**src/sv/u8dec_pkg.sv**
```systemverilog
package u8dec_pkg;

   localparam int ByteW    = 8;
   localparam int CharLenW = 3;
   localparam int CodeW    = 31;

   // sequence lengths, zero marks an invalid character
   localparam logic [CharLenW-1:0] LenBad = 3'd0;
   localparam logic [CharLenW-1:0] Len1   = 3'd1;
   localparam logic [CharLenW-1:0] Len2   = 3'd2;
   localparam logic [CharLenW-1:0] Len3   = 3'd3;
   localparam logic [CharLenW-1:0] Len4   = 3'd4;
   localparam logic [CharLenW-1:0] Len5   = 3'd5;
   localparam logic [CharLenW-1:0] Len6   = 3'd6;

   // lead byte range limits
   localparam logic [ByteW-1:0] LeadCont  = 8'h80;
   localparam logic [ByteW-1:0] Lead2     = 8'hC0;
   localparam logic [ByteW-1:0] Lead3     = 8'hE0;
   localparam logic [ByteW-1:0] Lead4     = 8'hF0;
   localparam logic [ByteW-1:0] Lead5     = 8'hF8;
   localparam logic [ByteW-1:0] Lead6     = 8'hFC;
   localparam logic [ByteW-1:0] LeadIlleg = 8'hFE;

   localparam logic [1:0] ContTag = 2'b10;

   typedef struct packed {
      logic [CharLenW-1:0] char_length;
      logic [CodeW-1:0]    char_value;
   } result_type;

   // length called for by the lead byte
   function automatic logic [CharLenW-1:0] lead_length(input logic [ByteW-1:0] lead);
      logic [CharLenW-1:0] len;
      priority if (lead < LeadCont) begin
         len = Len1;
      end else if (lead < Lead2) begin
         len = LenBad;
      end else if (lead < Lead3) begin
         len = Len2;
      end else if (lead < Lead4) begin
         len = Len3;
      end else if (lead < Lead5) begin
         len = Len4;
      end else if (lead < Lead6) begin
         len = Len5;
      end else if (lead < LeadIlleg) begin
         len = Len6;
      end else begin
         len = LenBad;
      end
      return len;
   endfunction

endpackage

```
**src/sv/utf8_code_point_decoder_core.sv**
```systemverilog
// utf8 code point decoder, legacy six byte form. each req beat carries the
// first six bytes of a buffer and how many of them are present; each rsp beat
// returns the decoded length (1 to 6, 0 for invalid) and the code point (0 when
// invalid). the lead byte sets the length; every following byte inside the
// sequence must be 10xxxxxx and the sequence must fit in req_avail_count,
// otherwise the character is invalid. no overlong or surrogate checks are
// made. rsp_valid rises once the req beat has passed through both registers:
// the bytes sit in the input register and the decode runs from there into
// the result register. one beat is taken every cycle while rsp_ready is high;
// a stalled rsp holds the result stage of the two stage pipe, and req_ready
// stays high while either stage has room.
module utf8_code_point_decoder_core (
   input  logic                               clock,
   input  logic                               reset,
   input  logic                               req_valid,
   output logic                               req_ready,
   input  logic [u8dec_pkg::ByteW-1:0]        req_byte0,
   input  logic [u8dec_pkg::ByteW-1:0]        req_byte1,
   input  logic [u8dec_pkg::ByteW-1:0]        req_byte2,
   input  logic [u8dec_pkg::ByteW-1:0]        req_byte3,
   input  logic [u8dec_pkg::ByteW-1:0]        req_byte4,
   input  logic [u8dec_pkg::ByteW-1:0]        req_byte5,
   input  logic [u8dec_pkg::CharLenW-1:0]     req_avail_count,
   output logic                               rsp_valid,
   input  logic                               rsp_ready,
   output logic [u8dec_pkg::CharLenW-1:0]     rsp_char_length,
   output logic [u8dec_pkg::CodeW-1:0]        rsp_char_value
);
   import u8dec_pkg::*;

   // input register stage
   logic                  in_vld_ff;
   logic [ByteW-1:0]      b0_ff, b1_ff, b2_ff, b3_ff, b4_ff, b5_ff;
   logic [CharLenW-1:0]   avail_ff;

   // result register stage
   logic                  out_vld_ff;
   logic                  out_vld_in;
   result_type            res_ff;
   result_type            res_in;

   logic                  out_adv;
   logic                  in_adv;

   // decode signals
   logic [CharLenW-1:0]   len;
   logic [5:1]            cont_ok;
   logic                  seq_ok;
   logic [CodeW-1:0]      cp;

   // the result stage moves when empty or drained this cycle
   assign out_adv   = !out_vld_ff || rsp_ready;
   // the input stage takes a beat when empty or moving on
   assign in_adv    = !in_vld_ff || out_adv;
   assign req_ready = in_adv;

   always_ff @(posedge clock) begin
      if (reset) begin
         in_vld_ff <= 1'b0;
      end else if (in_adv) begin
         in_vld_ff <= req_valid;
      end
   end

   // payload needs no reset
   always_ff @(posedge clock) begin
      if (in_adv && req_valid) begin
         b0_ff    <= req_byte0;
         b1_ff    <= req_byte1;
         b2_ff    <= req_byte2;
         b3_ff    <= req_byte3;
         b4_ff    <= req_byte4;
         b5_ff    <= req_byte5;
         avail_ff <= req_avail_count;
      end
   end

   // continuation bytes must carry the 10 tag
   assign cont_ok[1] = (b1_ff[7:6] == ContTag);
   assign cont_ok[2] = (b2_ff[7:6] == ContTag);
   assign cont_ok[3] = (b3_ff[7:6] == ContTag);
   assign cont_ok[4] = (b4_ff[7:6] == ContTag);
   assign cont_ok[5] = (b5_ff[7:6] == ContTag);

   assign len = lead_length(b0_ff);

   // assemble the payload bits, lead byte first
   always_comb begin
      seq_ok = 1'b0;
      cp     = '0;
      unique case (len)
         Len1: begin
            seq_ok = 1'b1;
            cp     = {24'd0, b0_ff[6:0]};
         end
         Len2: begin
            seq_ok = cont_ok[1];
            cp     = {20'd0, b0_ff[4:0], b1_ff[5:0]};
         end
         Len3: begin
            seq_ok = &cont_ok[2:1];
            cp     = {15'd0, b0_ff[3:0], b1_ff[5:0], b2_ff[5:0]};
         end
         Len4: begin
            seq_ok = &cont_ok[3:1];
            cp     = {10'd0, b0_ff[2:0], b1_ff[5:0], b2_ff[5:0], b3_ff[5:0]};
         end
         Len5: begin
            seq_ok = &cont_ok[4:1];
            cp     = {5'd0, b0_ff[1:0], b1_ff[5:0], b2_ff[5:0], b3_ff[5:0],
                      b4_ff[5:0]};
         end
         Len6: begin
            seq_ok = &cont_ok[5:1];
            cp     = {b0_ff[0], b1_ff[5:0], b2_ff[5:0], b3_ff[5:0], b4_ff[5:0],
                      b5_ff[5:0]};
         end
         default: begin
            // invalid lead byte
            seq_ok = 1'b0;
            cp     = '0;
         end
      endcase
   end

   // a short buffer or a bad tag voids the character
   always_comb begin
      if (seq_ok && (avail_ff >= len)) begin
         res_in.char_length = len;
         res_in.char_value  = cp;
      end else begin
         res_in.char_length = LenBad;
         res_in.char_value  = '0;
      end
   end

   assign out_vld_in = out_adv ? in_vld_ff : out_vld_ff;

   always_ff @(posedge clock) begin
      if (reset) begin
         out_vld_ff <= 1'b0;
      end else begin
         out_vld_ff <= out_vld_in;
      end
   end

   always_ff @(posedge clock) begin
      if (out_adv && in_vld_ff) begin
         res_ff <= res_in;
      end
   end

   assign rsp_valid       = out_vld_ff;
   assign rsp_char_length = res_ff.char_length;
   assign rsp_char_value  = res_ff.char_value;

endmodule

```
**config.mk**
```make
export PLATFORM = sky130hd
export DESIGN_NAME = utf8_code_point_decoder_core
export DESIGN_NICKNAME = d
export VERILOG_FILES = /design/src/sv/u8dec_pkg.sv /design/src/sv/utf8_code_point_decoder_core.sv
export SDC_FILE = /design/constraint.sdc
export NUM_CORES = 1
export LEC_CHECK = 0
export BUFFER_PORTS_ARGS = -buffer_cell sky130_fd_sc_hd__buf_2
export CORE_ASPECT_RATIO = 1.5
export CORE_MARGIN = 5
export CORE_UTILIZATION = 48
export CTS_BUF_LIST = sky130_fd_sc_hd__clkbuf_16
export CTS_CLUSTER_SIZE = 25
export DETAILED_ROUTE_END_ITERATION = 6
export GPL_TIMING_DRIVEN = 0
export PLACE_DENSITY = 0.76
export SKIP_CTS_REPAIR_TIMING = 1
export SYNTH_ARGS = -nofsm -noshare
export SYNTH_HDL_FRONTEND = slang
export SYNTH_SLANG_ARGS = --single-unit
```
**constraint.sdc**
```tcl
create_clock -name clock -period 2.6 [get_ports clock]
set_clock_uncertainty 0.1 [all_clocks]
set_input_delay 0.52 -clock clock [delete_from_list [all_inputs] [get_ports clock]]
set_output_delay 0.52 -clock clock [all_outputs]
set_load 0.05 [all_outputs]
```
**Word-level counts from Yosys, hierarchy flattened**

Cells that the tools add are included.

- Word-level logic and storage cells: 50
- Output and inout port bits: 36
- Flip-flop bits (word level): 87

- Eq/ne operators: 11
- Reduce and logical (&&, ||, !) cells: 11
- Magnitude comparators: 8
- Multiplexer cells: 9

Operator list:

| kind | number |
|---|---|
| $pmux 31 s6 | 1 |
| $lt 8x8->1 const B | 7 |
| $mux 3 | 7 |
| $eq 2x2->1 const B | 5 |
| $eq 3x3->1 const B | 3 |
| $eq 3x2->1 const B | 2 |
| $pmux 1 s6 | 1 |
| $reduce_and 5->1 | 1 |
| $reduce_and 4->1 | 1 |
| $eq 3x1->1 const B | 1 |
| $ge 3x3->1 | 1 |
| $logic_and 1x1->1 | 3 |
| $reduce_and 3->1 | 1 |
| $logic_not 1->1 | 2 |
| $logic_or 1x1->1 | 2 |
| $reduce_and 2->1 | 1 |

**Depth between registers and ports, before layout**

- Depth after elaboration: 11
- Gate-level depth with buffers: 11

**Worst setup path after synthesis**

Ideal clock, no wire load.

- Path type: reg2reg
- Start point: reg out_vld_ff, in the netlist rsp_valid
- End point: reg avail_ff[0], enable pin
- Arrival: 2.367 ns
- Stages on the path, launching flop included: 4
- Library setup time: 0.414 ns
- Slack: -0.281 ns
- Buffers on the path: 0
- Cell sequence: dfxtp_1 -> nor2b_1 -> nand2_1 -> and2_1

- Longest elaborated chain between the ends: 4

RTL lines:

| element | line | source |
|---|---|---|
| start: declaration | utf8_code_point_decoder_core.sv:37 | `logic out_vld_ff;` |
| start signal: assignment | utf8_code_point_decoder_core.sv:143 | `out_vld_ff <= out_vld_in;` |
| $logic_not 1->1 | utf8_code_point_decoder_core.sv:52 | `assign out_adv = !out_vld_ff \|\| rsp_ready;` |
| $logic_or 1x1->1 | utf8_code_point_decoder_core.sv:52 |  |
| $logic_or 1x1->1 | utf8_code_point_decoder_core.sv:54 | `assign in_adv = !in_vld_ff \|\| out_adv;` |
| via req_ready | utf8_code_point_decoder_core.sv:16 | `output logic req_ready,` |
| $logic_and 1x1->1 | utf8_code_point_decoder_core.sv:67 | `if (in_adv && req_valid) begin` |
| end signal: assignment | utf8_code_point_decoder_core.sv:74 | `avail_ff <= req_avail_count;` |
| end: declaration | utf8_code_point_decoder_core.sv:34 | `logic [CharLenW-1:0] avail_ff;` |

The timed path passes the listed nets, and every way through them passes these cells.
A chain may end at the register's enable or synchronous reset.

**Worst setup path after layout**

- Start point: reg b0_ff[7]
- End point: reg res_ff (netlist bit rsp_char_value[16]), data pin

- Longest elaborated chain between the ends: 11
- Elaborated cells on any way between the ends: 24

RTL lines:

| element | line | source |
|---|---|---|
| start: declaration | utf8_code_point_decoder_core.sv:33 | `logic [ByteW-1:0] b0_ff, b1_ff, b2_ff, b3_ff, b4_ff, b5_ff;` |
| start signal: assignment | utf8_code_point_decoder_core.sv:68 | `b0_ff <= req_byte0;` |
| $lt 8x8->1 | u8dec_pkg.sv:47 | `end else if (lead < LeadIlleg) begin` |
| $mux 3 | u8dec_pkg.sv:47 |  |
| $mux 3 | u8dec_pkg.sv:45 | `end else if (lead < Lead6) begin` |
| $mux 3 | u8dec_pkg.sv:43 | `end else if (lead < Lead5) begin` |
| $mux 3 | u8dec_pkg.sv:41 | `end else if (lead < Lead4) begin` |
| $mux 3 | u8dec_pkg.sv:39 | `end else if (lead < Lead3) begin` |
| $mux 3 | u8dec_pkg.sv:37 | `end else if (lead < Lead2) begin` |
| $mux 3 * | u8dec_pkg.sv:35 | `priority if (lead < LeadCont) begin` |
| $eq 3x3->1 (tied with other cells) | utf8_code_point_decoder_core.sv:91 | `unique case (len)` |
| $pmux 1 s6 | utf8_code_point_decoder_core.sv:91 |  |
| $logic_and 1x1->1 | utf8_code_point_decoder_core.sv:128 | `if (seq_ok && (avail_ff >= len)) begin` |
| end signal: assignment | utf8_code_point_decoder_core.sv:149 | `res_ff <= res_in;` |
| end: declaration | utf8_code_point_decoder_core.sv:39 | `result_type res_ff;` |

Every way passes the cells marked *; elsewhere a longest branch is shown, timed or not.

==> impl_metrics.py <==
metrics = {
    "min_path": {
        "worstHoldStart": "reset",
        "hold_depth": 2,
        "whs_endpoint": "in_vld_ff",
        "hold_class": "in2reg",
    },
    "setup_path": {
        "reg2regPathDepth": 9,
        "rr_endpoint": "rsp_char_value[16]",
        "path_max_fanout": 10,
        "critPathLaunchType": "register",
        "critPathKind": "reg2reg",
        "cp_slowest_cell": "edfxtp_1",
        "critPathMaxStageDelay_ns": 0.39,
        "cp-end-kind": "register",
        "r2r_slack_ns": 0.08,
        "worst_ep_required_time_ns": 2.59,
        "cp_cell_sequence": "buf_4 > nand2_1 > buf_2 > o21bai_1 > ha_1 > nand3_1 > a22oi_2 > o21ai_4 > a2111oi_1",
        "critPathArrivalTime_ns": 2.51,
        "r2r-start": "b0_ff[7]",
    },
    "drt": {
        "drcViolationCount": 0,
        "drtPass1Iterations": 5,
        "vias": 2873,
        "drt_iter0_markers": 280,
        "routed_wl_um": 9110,
        "vias_per_cell": 5.71,
        "detail_route.wl_per_cell_um": 18.1,
        "ant_nets": 0,
    },
    "finish": {
        "fin_nets": 454,
        "areaGrowthSynthToFinish_pct": 27.6,
        "drive_gt1_share_pct": 34.4,
        "post-route-util_pct": 62.7,
        "stdcell_area_um2": 4780,
        "diodes": 0,
    },
    "yosys": {
        "ys_seq_area_share_pct": 69.3,
        "synth.distinct_cells": 41,
        "syn-cell-area_um2": 3740,
        "synth.ff_latch_count": 87,
        "synth-edff-count": 85,
        "synthArstFlopShare_pct": 0,
        "syn-num-nets": 342,
        "yosys_most_used_dff": "edfxtp_1",
        "syn_area_per_cell_um2": 13.2,
        "ys_warn_count": 0,
        "syn_inst": 284,
    },
    "sta": {
        "min_period_over_period_pct": 97.1,
        "worst_pin_slew_ns": 1.11,
        "finalSetupViolCount": 0,
        "max_slew_margin_pct": 26.1,
        "hold_viol_final": 0,
        "slew_violations": 0,
        "fin_ws_ns": 0.0757,
        "setup_tns_ns": 0,
        "max_freq_ghz": 0.396,
        "fin_crit_ns": 2.52,
    },
    "global_routing": {
        "grt_pass1_vias": 2662,
        "grt_first_pass_wirelength_um": 14000,
        "grt_max_degree": 52,
        "track_usage_pct": 19.5,
        "antenna_found_initial": 0,
        "overflow": 0,
    },
    "floorplan": {
        "dieArea_um2": 9700,
        "initial_core_util_pct": 49.2,
        "ioPinCount": 91,
        "fp.dieW_um": 82.1,
        "die_y_um": 118,
        "row_count": 39,
        "core_area_um2": 7610,
    },
    "clock_network": {
        "clk_latency_ns": 0.34,
        "cts_sinks": 87,
        "clkSlewWorstSetupHoldPaths_ns": 0.06,
        "cts_tree": "yes",
        "clock_path_buffers": 2,
        "root_buffer": "clkbuf_16",
        "numCtsBuffers": 9,
        "cts_max_level": 3,
    },
    "placed_design": {
        "place.gp.congestion": 0.881,
        "dp.final_hpwl_um": 6370,
        "place_ws_ns": -0.667,
        "placedInstanceArea_um2": 4320,
        "numPortBuffers": 90,
    },
    "pwr": {
        "total_power_mw": 3.28,
        "ir_drop_mv": 0.473,
        "p_leak_nw": 1.73,
        "powerDensity_nw_per_um2": 687,
    },
    "outcome": {
        "outcome": "completed",
    },
    "job": {
        "maxCapViolCount": 0,
    },
}
==> through the flow <==
stage          hold WS (ns)  std cells
2_1_floorplan         0.377        284
3_3_place_gp          0.392        476
3_5_place_dp          0.403        476
4_1_cts               0.242        492
5_1_grt               0.248        503
6_report              0.248        503
==> worst max path at each step <==
stage | to | start | slack [ns] | cells past startpoint
4_1_cts | rsp_char_value[11] | b0_ff[4] | -0.69 | 10
3_3_place_gp | rsp_char_value[15] | b0_ff[4] | -0.61 | 9
6_report | rsp_char_value[16] | b0_ff[7] | 0.08 | 9
5_1_grt | rsp_char_value[19] | b0_ff[4] | -0.04 | 11
3_5_place_dp | rsp_char_value[11] | b0_ff[4] | -0.67 | 10
2_1_floorplan | rsp_char_value[11] | b0_ff[4] | 0.09 | 10
==> where the power goes <==
group / leakage, nW / total (mW) / internal (mW) / switching, mW
logic: 0.766 / 0.405 / 0.129 / 0.276
registers: 0.819 / 1.67 / 1.63 / 0.0421
clock network: 0.143 / 1.20 / 0.726 / 0.478
==> final cells by class <==
class	count	area, um2
Fill cell	640	2840
Buffer	18	111
Sequential cell	87	2590
Clock buffer	9	225
Inverter	7	30.0
Multi-Input combinational cell	170	1090
Tap cell	102	128
Clock inverter	7	55.1
Timing Repair Buffer	103	548
==> cell families (layout without fill, tap and decap cells) <==
kind of cell               count (synthesis)  after routing  synth area share (%)
AOI/OAI and AO/OA                         93             93                  16.5
adders and majority gates                  3              3                  1.00
buffers and inverters                     27            144                  3.01
DFF                                       87             87                  69.3
and+or+nand+nor                           74             74                  10.2
==> state kept, by name, indices dropped and copies added (netlist names) <==
register	flops
avail_ff	3
b0_ff	8
b1_ff	8
b2_ff	8
b3_ff	8
b4_ff	8
b5_ff	8
in_vld_ff	1
rsp_char_length	3
rsp_char_value	31
rsp_valid	1
==> metal layers <==
| layer | wire (um) | GRT usage (%) | up-vias |
|---|---|---|---|
| met4 | 304 | 11.0 | 0 |
| met1 | 3530 | 25.7 | 1345 |
| met3 | 693 | 3.96 | 26 |
| met5 | 0 | 0 | - |
| met2 | 4580 | 29.6 | 161 |
| li1 | - | - | 1341 |
==> synthesized netlist by cell type (all sizes together), types with 2 or more instances <==
cell type / n / area share [%]
o21ai: 19 / 2.6
nor2: 26 / 2.6
nand3: 4 / 0.53
nand2: 15 / 1.5
dfxtp: 2 / 1.1
nor3: 10 / 1.3
edfxtp: 85 / 68
a2111oi: 4 / 1.1
a21oi: 29 / 3.9
nand4bb: 2 / 0.60
clkbuf: 16 / 1.6
ha: 3 / 1.0
nor4: 3 / 1.0
buf: 4 / 0.70
o211ai: 2 / 0.40
nor2b: 5 / 0.84
a22oi: 18 / 3.6
a221oi: 9 / 2.1
inv: 7 / 0.70
a221o: 4 / 1.1
==> worst max-delay path, delay by kind of cell, from the launching register on <==
| kind | cells | cell delay, ns |
|---|---|---|
| AO/OA/AOI/OAI | 4 | 0.97 |
| flip-flops | 1 | 0.39 |
| buffers and inverters | 2 | 0.37 |
| adder cells (fa/ha/maj) | 1 | 0.28 |
| AND/OR/NAND/NOR | 2 | 0.16 |
==> placed cells by master, fill, tap and decap left out, types with 3 or more instances in the layout <==
master,instances
nor2b_1,4
buf_6,4
a221oi_1,9
clkinv_1,3
nand3_1,4
ha_1,3
a221o_1,4
a22oi_1,17
buf_2,92
inv_1,6
clkbuf_16,9
buf_4,16
nor2_1,26
a21oi_1,28
nor3_1,9
clkbuf_1,9
edfxtp_1,85
nand2_1,15
o21ai_0,17
(Power assumes the default switching activity.)
